<file path="src/rtl/core/shns_pkg.sv">
// ----------------------------------------------------------------------------
// Spatial hash neighbour search package
// Shared constants, codes and controller/datapath interface types.
// ----------------------------------------------------------------------------
package shns_pkg;

    // Default sizes of the stores and of the result buffer.
    localparam int SHNS_MAX_PARTICLES = 4096;
    localparam int SHNS_HASH_SIZE     = 4096;
    localparam int SHNS_MAX_NEIGHBORS = 64;

    // Hash multipliers for the x and y cell coordinates.
    localparam logic [31:0] HASH_MUL_X = 32'd92837111;
    localparam logic [31:0] HASH_MUL_Y = 32'd689287499;

    // Configuration reset values (origin -100.0 and -1.0 in Q16.16).
    localparam logic [31:0] ORIGIN_X_RST    = 32'hFF9C_0000;
    localparam logic [31:0] ORIGIN_Y_RST    = 32'hFFFF_0000;
    localparam logic [31:0] INV_SPACING_RST = 32'd1456355;
    localparam logic [62:0] RADIUS_SQ_RST   = 63'd8697309;

    // Item modes.
    localparam logic [1:0] MODE_FRAME  = 2'd0;
    localparam logic [1:0] MODE_INSERT = 2'd1;
    localparam logic [1:0] MODE_QUERY  = 2'd2;

    // Configuration register indexes.
    localparam logic [1:0] CFG_ORIGIN_X    = 2'd0;
    localparam logic [1:0] CFG_ORIGIN_Y    = 2'd1;
    localparam logic [1:0] CFG_INV_SPACING = 2'd2;
    localparam logic [1:0] CFG_RADIUS_SQ   = 2'd3;

    // Datapath operations, one per cycle.
    typedef enum logic [4:0] {
        OP_NONE, OP_CLEAR, OP_EPOCH, OP_LOAD, OP_GM, OP_GX, OP_GY, OP_GYC,
        OP_CELL, OP_HX, OP_HY, OP_HM, OP_RQ, OP_RH, OP_RC, OP_BRD, OP_IWR,
        OP_BCHK, OP_PRD, OP_DM, OP_DX, OP_DY, OP_CMP, OP_NEXTC, OP_ORD,
        OP_OUT, OP_EMPTY
    } op_t;

    // Controller states.
    typedef enum logic [4:0] {
        ST_CLEAR, ST_IDLE, ST_GM, ST_GX, ST_GY, ST_GYC, ST_CELL, ST_HX, ST_HY,
        ST_HM, ST_RQ, ST_RH, ST_RC, ST_BRD, ST_IWR, ST_BCHK, ST_PRD, ST_DM,
        ST_DX, ST_DY, ST_CMP, ST_NEXTC, ST_OSTART, ST_ORD, ST_OUT
    } state_t;

    typedef struct packed {
        op_t op;
    } cmd_t;

    typedef struct packed {
        logic clr_done;
        logic query;
        logic walk_more;
        logic last_cell;
        logic count_zero;
        logic out_last;
    } status_t;

endpackage

</file>
<file path="src/rtl/core/shns_ctrl.sv">
// ----------------------------------------------------------------------------
// Spatial hash neighbour search controller
// Sequences the datapath one operation per cycle for each transaction.
// ----------------------------------------------------------------------------
module shns_ctrl (
    input  logic               clk,
    input  logic               rst_n,
    input  logic               start,
    input  logic [1:0]         mode,
    input  shns_pkg::status_t  status,
    output shns_pkg::cmd_t     cmd,
    output logic               busy
);

    shns_pkg::state_t state_reg;
    shns_pkg::state_t state_next;

    // State register; reset starts the bucket clearing pass.
    always_ff @(posedge clk or negedge rst_n)
    begin
        if (!rst_n)
        begin
            state_reg <= shns_pkg::ST_CLEAR;
        end
        else
        begin
            state_reg <= state_next;
        end
    end

    // Next state and the operation issued this cycle.
    always_comb
    begin
        state_next = state_reg;
        cmd.op     = shns_pkg::OP_NONE;
        unique case (state_reg)
            shns_pkg::ST_CLEAR:
            begin
                cmd.op = shns_pkg::OP_CLEAR;
                if (status.clr_done)
                begin
                    state_next = shns_pkg::ST_IDLE;
                end
            end
            shns_pkg::ST_IDLE:
            begin
                if (start)
                begin
                    unique case (mode)
                        shns_pkg::MODE_FRAME:
                        begin
                            cmd.op = shns_pkg::OP_EPOCH;
                        end
                        shns_pkg::MODE_INSERT, shns_pkg::MODE_QUERY:
                        begin
                            cmd.op     = shns_pkg::OP_LOAD;
                            state_next = shns_pkg::ST_GM;
                        end
                        default:
                        begin
                            cmd.op = shns_pkg::OP_NONE;
                        end
                    endcase
                end
            end
            shns_pkg::ST_GM:
            begin
                cmd.op     = shns_pkg::OP_GM;
                state_next = shns_pkg::ST_GX;
            end
            shns_pkg::ST_GX:
            begin
                cmd.op     = shns_pkg::OP_GX;
                state_next = shns_pkg::ST_GY;
            end
            shns_pkg::ST_GY:
            begin
                cmd.op     = shns_pkg::OP_GY;
                state_next = shns_pkg::ST_GYC;
            end
            shns_pkg::ST_GYC:
            begin
                cmd.op     = shns_pkg::OP_GYC;
                state_next = shns_pkg::ST_CELL;
            end
            shns_pkg::ST_CELL:
            begin
                cmd.op     = shns_pkg::OP_CELL;
                state_next = shns_pkg::ST_HX;
            end
            shns_pkg::ST_HX:
            begin
                cmd.op     = shns_pkg::OP_HX;
                state_next = shns_pkg::ST_HY;
            end
            shns_pkg::ST_HY:
            begin
                cmd.op     = shns_pkg::OP_HY;
                state_next = shns_pkg::ST_HM;
            end
            shns_pkg::ST_HM:
            begin
                cmd.op     = shns_pkg::OP_HM;
                state_next = shns_pkg::ST_RQ;
            end
            shns_pkg::ST_RQ:
            begin
                cmd.op     = shns_pkg::OP_RQ;
                state_next = shns_pkg::ST_RH;
            end
            shns_pkg::ST_RH:
            begin
                cmd.op     = shns_pkg::OP_RH;
                state_next = shns_pkg::ST_RC;
            end
            shns_pkg::ST_RC:
            begin
                cmd.op     = shns_pkg::OP_RC;
                state_next = shns_pkg::ST_BRD;
            end
            shns_pkg::ST_BRD:
            begin
                cmd.op     = shns_pkg::OP_BRD;
                state_next = status.query ? shns_pkg::ST_BCHK : shns_pkg::ST_IWR;
            end
            shns_pkg::ST_IWR:
            begin
                cmd.op     = shns_pkg::OP_IWR;
                state_next = shns_pkg::ST_IDLE;
            end
            shns_pkg::ST_BCHK:
            begin
                cmd.op     = shns_pkg::OP_BCHK;
                state_next = shns_pkg::ST_PRD;
            end
            shns_pkg::ST_PRD:
            begin
                if (status.walk_more)
                begin
                    cmd.op     = shns_pkg::OP_PRD;
                    state_next = shns_pkg::ST_DM;
                end
                else
                begin
                    state_next = shns_pkg::ST_NEXTC;
                end
            end
            shns_pkg::ST_DM:
            begin
                cmd.op     = shns_pkg::OP_DM;
                state_next = shns_pkg::ST_DX;
            end
            shns_pkg::ST_DX:
            begin
                cmd.op     = shns_pkg::OP_DX;
                state_next = shns_pkg::ST_DY;
            end
            shns_pkg::ST_DY:
            begin
                cmd.op     = shns_pkg::OP_DY;
                state_next = shns_pkg::ST_CMP;
            end
            shns_pkg::ST_CMP:
            begin
                cmd.op     = shns_pkg::OP_CMP;
                state_next = shns_pkg::ST_PRD;
            end
            shns_pkg::ST_NEXTC:
            begin
                cmd.op     = shns_pkg::OP_NEXTC;
                state_next = status.last_cell ? shns_pkg::ST_OSTART : shns_pkg::ST_CELL;
            end
            shns_pkg::ST_OSTART:
            begin
                if (status.count_zero)
                begin
                    cmd.op     = shns_pkg::OP_EMPTY;
                    state_next = shns_pkg::ST_IDLE;
                end
                else
                begin
                    cmd.op     = shns_pkg::OP_ORD;
                    state_next = shns_pkg::ST_OUT;
                end
            end
            shns_pkg::ST_ORD:
            begin
                cmd.op     = shns_pkg::OP_ORD;
                state_next = shns_pkg::ST_OUT;
            end
            shns_pkg::ST_OUT:
            begin
                cmd.op     = shns_pkg::OP_OUT;
                state_next = status.out_last ? shns_pkg::ST_IDLE : shns_pkg::ST_ORD;
            end
            default:
            begin
                state_next = shns_pkg::ST_IDLE;
            end
        endcase
    end

    assign busy = (state_reg != shns_pkg::ST_IDLE);

endmodule

</file>
<file path="config.mk">
export PLATFORM = sky130hd
export DESIGN_NAME = shns_ctrl
export DESIGN_NICKNAME = d
export VERILOG_FILES = /design/src/rtl/core/shns_pkg.sv /design/src/rtl/core/shns_ctrl.sv
export SDC_FILE = /design/constraint.sdc
export NUM_CORES = 1
export LEC_CHECK = 0
export BUFFER_PORTS_ARGS = -buffer_cell sky130_fd_sc_hd__buf_2
export CAP_MARGIN = 20
export CELL_PAD_IN_SITES_DETAIL_PLACEMENT = 2
export CELL_PAD_IN_SITES_GLOBAL_PLACEMENT = 2
export CORE_ASPECT_RATIO = 0.6
export CORE_MARGIN = 5
export CORE_UTILIZATION = 30
export DETAILED_ROUTE_END_ITERATION = 6
export PLACE_DENSITY_LB_ADDON = 0.1
export SLEW_MARGIN = 40
export SYNTH_ARGS = -nofsm -noshare
export SYNTH_HDL_FRONTEND = slang
export SYNTH_SLANG_ARGS = --single-unit
export TNS_END_PERCENT = 50
</file>
<file path="constraint.sdc">
create_clock -name clk -period 3.6 [get_ports clk]
set_clock_uncertainty 0.15 [all_clocks]
set_input_delay 0.72 -clock clk [delete_from_list [all_inputs] [get_ports clk]]
set_output_delay 0.72 -clock clk [all_outputs]
set_load 0.03 [all_outputs]
</file>
==> impl_summary.md <==
Synthesis
The portion of the post-synthesis area used by sequential elements is 18.6%. Counting every net in the synthesized netlist gives 105. The post-synthesis instance total is 93.

After synthesis the netlist holds a flip-flop and latch count of 5. In this run, synthesis inferred 0 flip-flops with an integrated enable. The most used flip-flop cell after synthesis is dfrtp_1. The count of yosys warnings during synthesis is 0. The post-synthesis instance area is 673 um^2. The share of the synthesized area in the top cell type is 18.6%.

Ranked by total cell area, the synthesized netlist is headed by dfrtp_1, o21ai_0, a21oi_1, nor2_1, buf_6. The per-instance average area after synthesis is 7.24 um^2. The number of different library cells used by synthesis comes to 45.

The async set-or-reset flop fraction in the synthesized netlist is 100%. The largest total area in the synthesized netlist belongs to dfrtp_1.

Clock network
The number of hold-repair buffers added at the cts stage is 0. After clock tree synthesis, the clock-pin slew on the worst setup and hold paths is 40 ps. The TritonCTS buffer count is 3. The total of cells resized after clock tree synthesis is 0.

The count of H-tree levels built during CTS is 1. The root buffer cell chosen for the clock tree is clkbuf_8. The CTS tree is yes. The later pin in the worst-skew pair is clocked with a latency of 230 ps. The maximum buffer depth of the clock tree is 2. The clock net sink count is 5. Buffers added to address setup during post-CTS repair amount to 0.

Cells and area
Registers take 125 um^2. Once layout is complete, the utilization of the core stands at 36.4%. The net count reported at finish is 118.

Of the cells placed in the final design, the portion with a size suffix greater than 1 is 23.8%. Fill cells in the final layout number 274. The register with the most flip-flops in the layout has 5 of them. The area growth from synthesis to final layout is 16.2%. The area of the multi-input gates is 467 um^2.

The antenna diode count is 0. The final cell count without fillers is 135.

Route
The first TritonRoute pass finished after 4 iterations. Dividing the detail-routed wire length by the instance count gives 18.6 um. The final wirelength is 2.52 mm. The number of vias after detailed routing is 770. In the routed layout, each cell is associated on average with a via count of 5.70. After detailed routing, the number of remaining DRC violations is 0. In this run, the number of DRC markers left after iteration 0 of detailed routing was 36. The number of nets still failing antenna checks after routing is 0.

Critical path
The class of the most critical setup path is register to primary output. The data arrival time of the critical path is 2080 ps. Data on the critical path is required at its endpoint by 2730 ps. The type of origin of the critical path is a register. The maximum net fanout on the critical path is 19.

The type of element capturing the critical path is a primary output.

Worst hold path
The tightest min-delay check is of the primary input to async pin type.

GRT
Entering global routing, the biggest net connects 21 pins. The initial antenna violation count came to 0. For this run the aggregate overflow at the end of global routing stands at 0.

The number of global-route vias before repair is 793. Global routing used 16.5% of the available tracks. The first global-routing pass estimated 4.04 mm of wire.

Floorplan
The overall die width is 71.2 um. The die outline area is 0.00332 mm^2. The die is 46.7 um tall. The boundary pin count is 17. The number of core rows is 13. The core footprint is 0.00215 mm^2. The initial cell density of the core is 31.4%.

Place
At the end of routability-driven placement, the weighted congestion stood at 0.749. The half-perimeter wire length after placement is 1.83 mm. Once placement completed, the tool counted placed cells totaling 131. The number of port buffers is 16.

Power
In this run the static leakage power is 0.317 nW. Of the total power, registers draw 20.8%. Per report_power, the clock group accounts for 11.9% of the total. Across the VDD grid, the largest voltage drop is 0.322 mV. Of the total power, combinational logic draws 67.3%. Internal power comes to 0.386 mW. Summed over all nets, the switching power comes to 0.529 mW. Of the total power, the share spent switching nets is 57.8%. The power per standard cell area is 1170 mW/mm^2.

Timing
The worst hold slack is 149 ps. Setup violations remaining at the end of the flow were counted as 0. The count of final hold-check violations is 0. The maximum clock frequency is 0.339 GHz. The number of slew-limit violations in the final report was 0. The normalized max-slew margin is 56.1%. The final critical path takes up 82.0% of the cycle. The slew at the pin with the worst max-slew slack is 658 ps. For the final routed database, the setup TNS stands at 0 ps.

The smallest clock period supported by the final layout is computed as 2950 ps. Setup repair after global routing left no endpoint under its margin.

Run status
The flow ran to the end, and the final reports show no timing, DRC or antenna violations.

Flow run
Across the run, the number of max-cap violations was 0.
kinds of logic after synthesis:
logic type                 Yosys count  share of synthesized area [%]
and+or+nand+nor                     39                           32.7
xor gates and xnor gates             2                           2.60
DFF                                  5                           18.6
buffers and inverters               13                           12.1
adders and majority gates            1                           1.86
AOI/OAI and AO/OA                   33                           32.2
layout make-up:
cell class	instances	share of cell area [%]
flip-flops and latches	5	16.0
clock inverters	1	0.640
multi-input cells	75	59.7
clock buffers	3	5.28
repair buffers	18	12.2
well taps	30	4.80
inverters	3	1.44
cells in the mapped netlist, types with 2 or more instances:
cell type / count
o21ai_0: 10
buf_2: 5
nand4_1: 2
nand3_1: 3
a21oi_1: 7
inv_1: 3
nand2_1: 8
nor2b_1: 2
buf_6: 3
nor3_1: 2
nor2_1: 9
dfrtp_1: 5
xnor2_1: 2
layout by cell type (no fill, tap or decap), types with 2 or more instances in the layout:
| master | Yosys | final |
|---|---|---|
| buf_4 | 1 | 2 |
| o21ai_0 | 10 | 10 |
| a21oi_1 | 7 | 7 |
| buf_2 | 5 | 16 |
| nand3_1 | 3 | 3 |
| xnor2_1 | 2 | 2 |
| nor2b_1 | 2 | 2 |
| nor3_1 | 2 | 2 |
| nand4_1 | 2 | 2 |
| clkbuf_8 | 0 | 3 |
| dfrtp_1 | 5 | 5 |
| nand2_1 | 8 | 8 |
| nor2_1 | 9 | 9 |
| inv_1 | 3 | 3 |
power by group through the flow:
stage / clock network (mW) / logic (mW) / registers [mW]
finish: 0.109 / 0.616 / 0.190
global placement: 0 / 0.599 / 0.189
floorplan: 0 / 0.569 / 0.0965
global route: 0.114 / 0.672 / 0.201
CTS: 0.109 / 0.622 / 0.189
detailed placement: 0 / 0.614 / 0.188
per-layer routing:
layer  routed length (um)  part of all wire (%)  track usage, %  up-vias
met1                 1240                    49            21.4      385
met5                    0                     0               0        -
met2                 1200                    48            28.6       15
met4                   12                  0.48            4.49        0
met3                   64                   2.5            3.05        2
li1                     -                     -               -      368
through the flow:
step | power [mW] | cell area [um^2] | setup slack [ps]
global route | 0.986 | 782 | 468
CTS | 0.920 | 782 | 642
floorplan | 0.665 | 673 | 660
global placement | 0.787 | 736 | 724
detailed placement | 0.802 | 736 | 670
finish | 0.914 | 782 | 646
critical path: stages, from the launching register on:
cell	delay, ps
dfrtp_1	750
nor2_1	240
o21ai_1	170
a21oi_1	100
or3_1	400
buf_2	190
path summary, 6_finish.rpt:
kind,from,cells after the start,endpoint,slack [ps]
max,state_reg[1],5,cmd[1],650
min,rst_n,1,state_reg[4],150
max reg2reg,state_reg[3],4,state_reg[0],1650
min reg2reg,state_reg[2],2,state_reg[4],590
max in group asynchronous,rst_n,1,state_reg[0],3020
min in group clk,state_reg[2],2,state_reg[4],590
No activity file was read; power rests on OpenSTA's default activity.
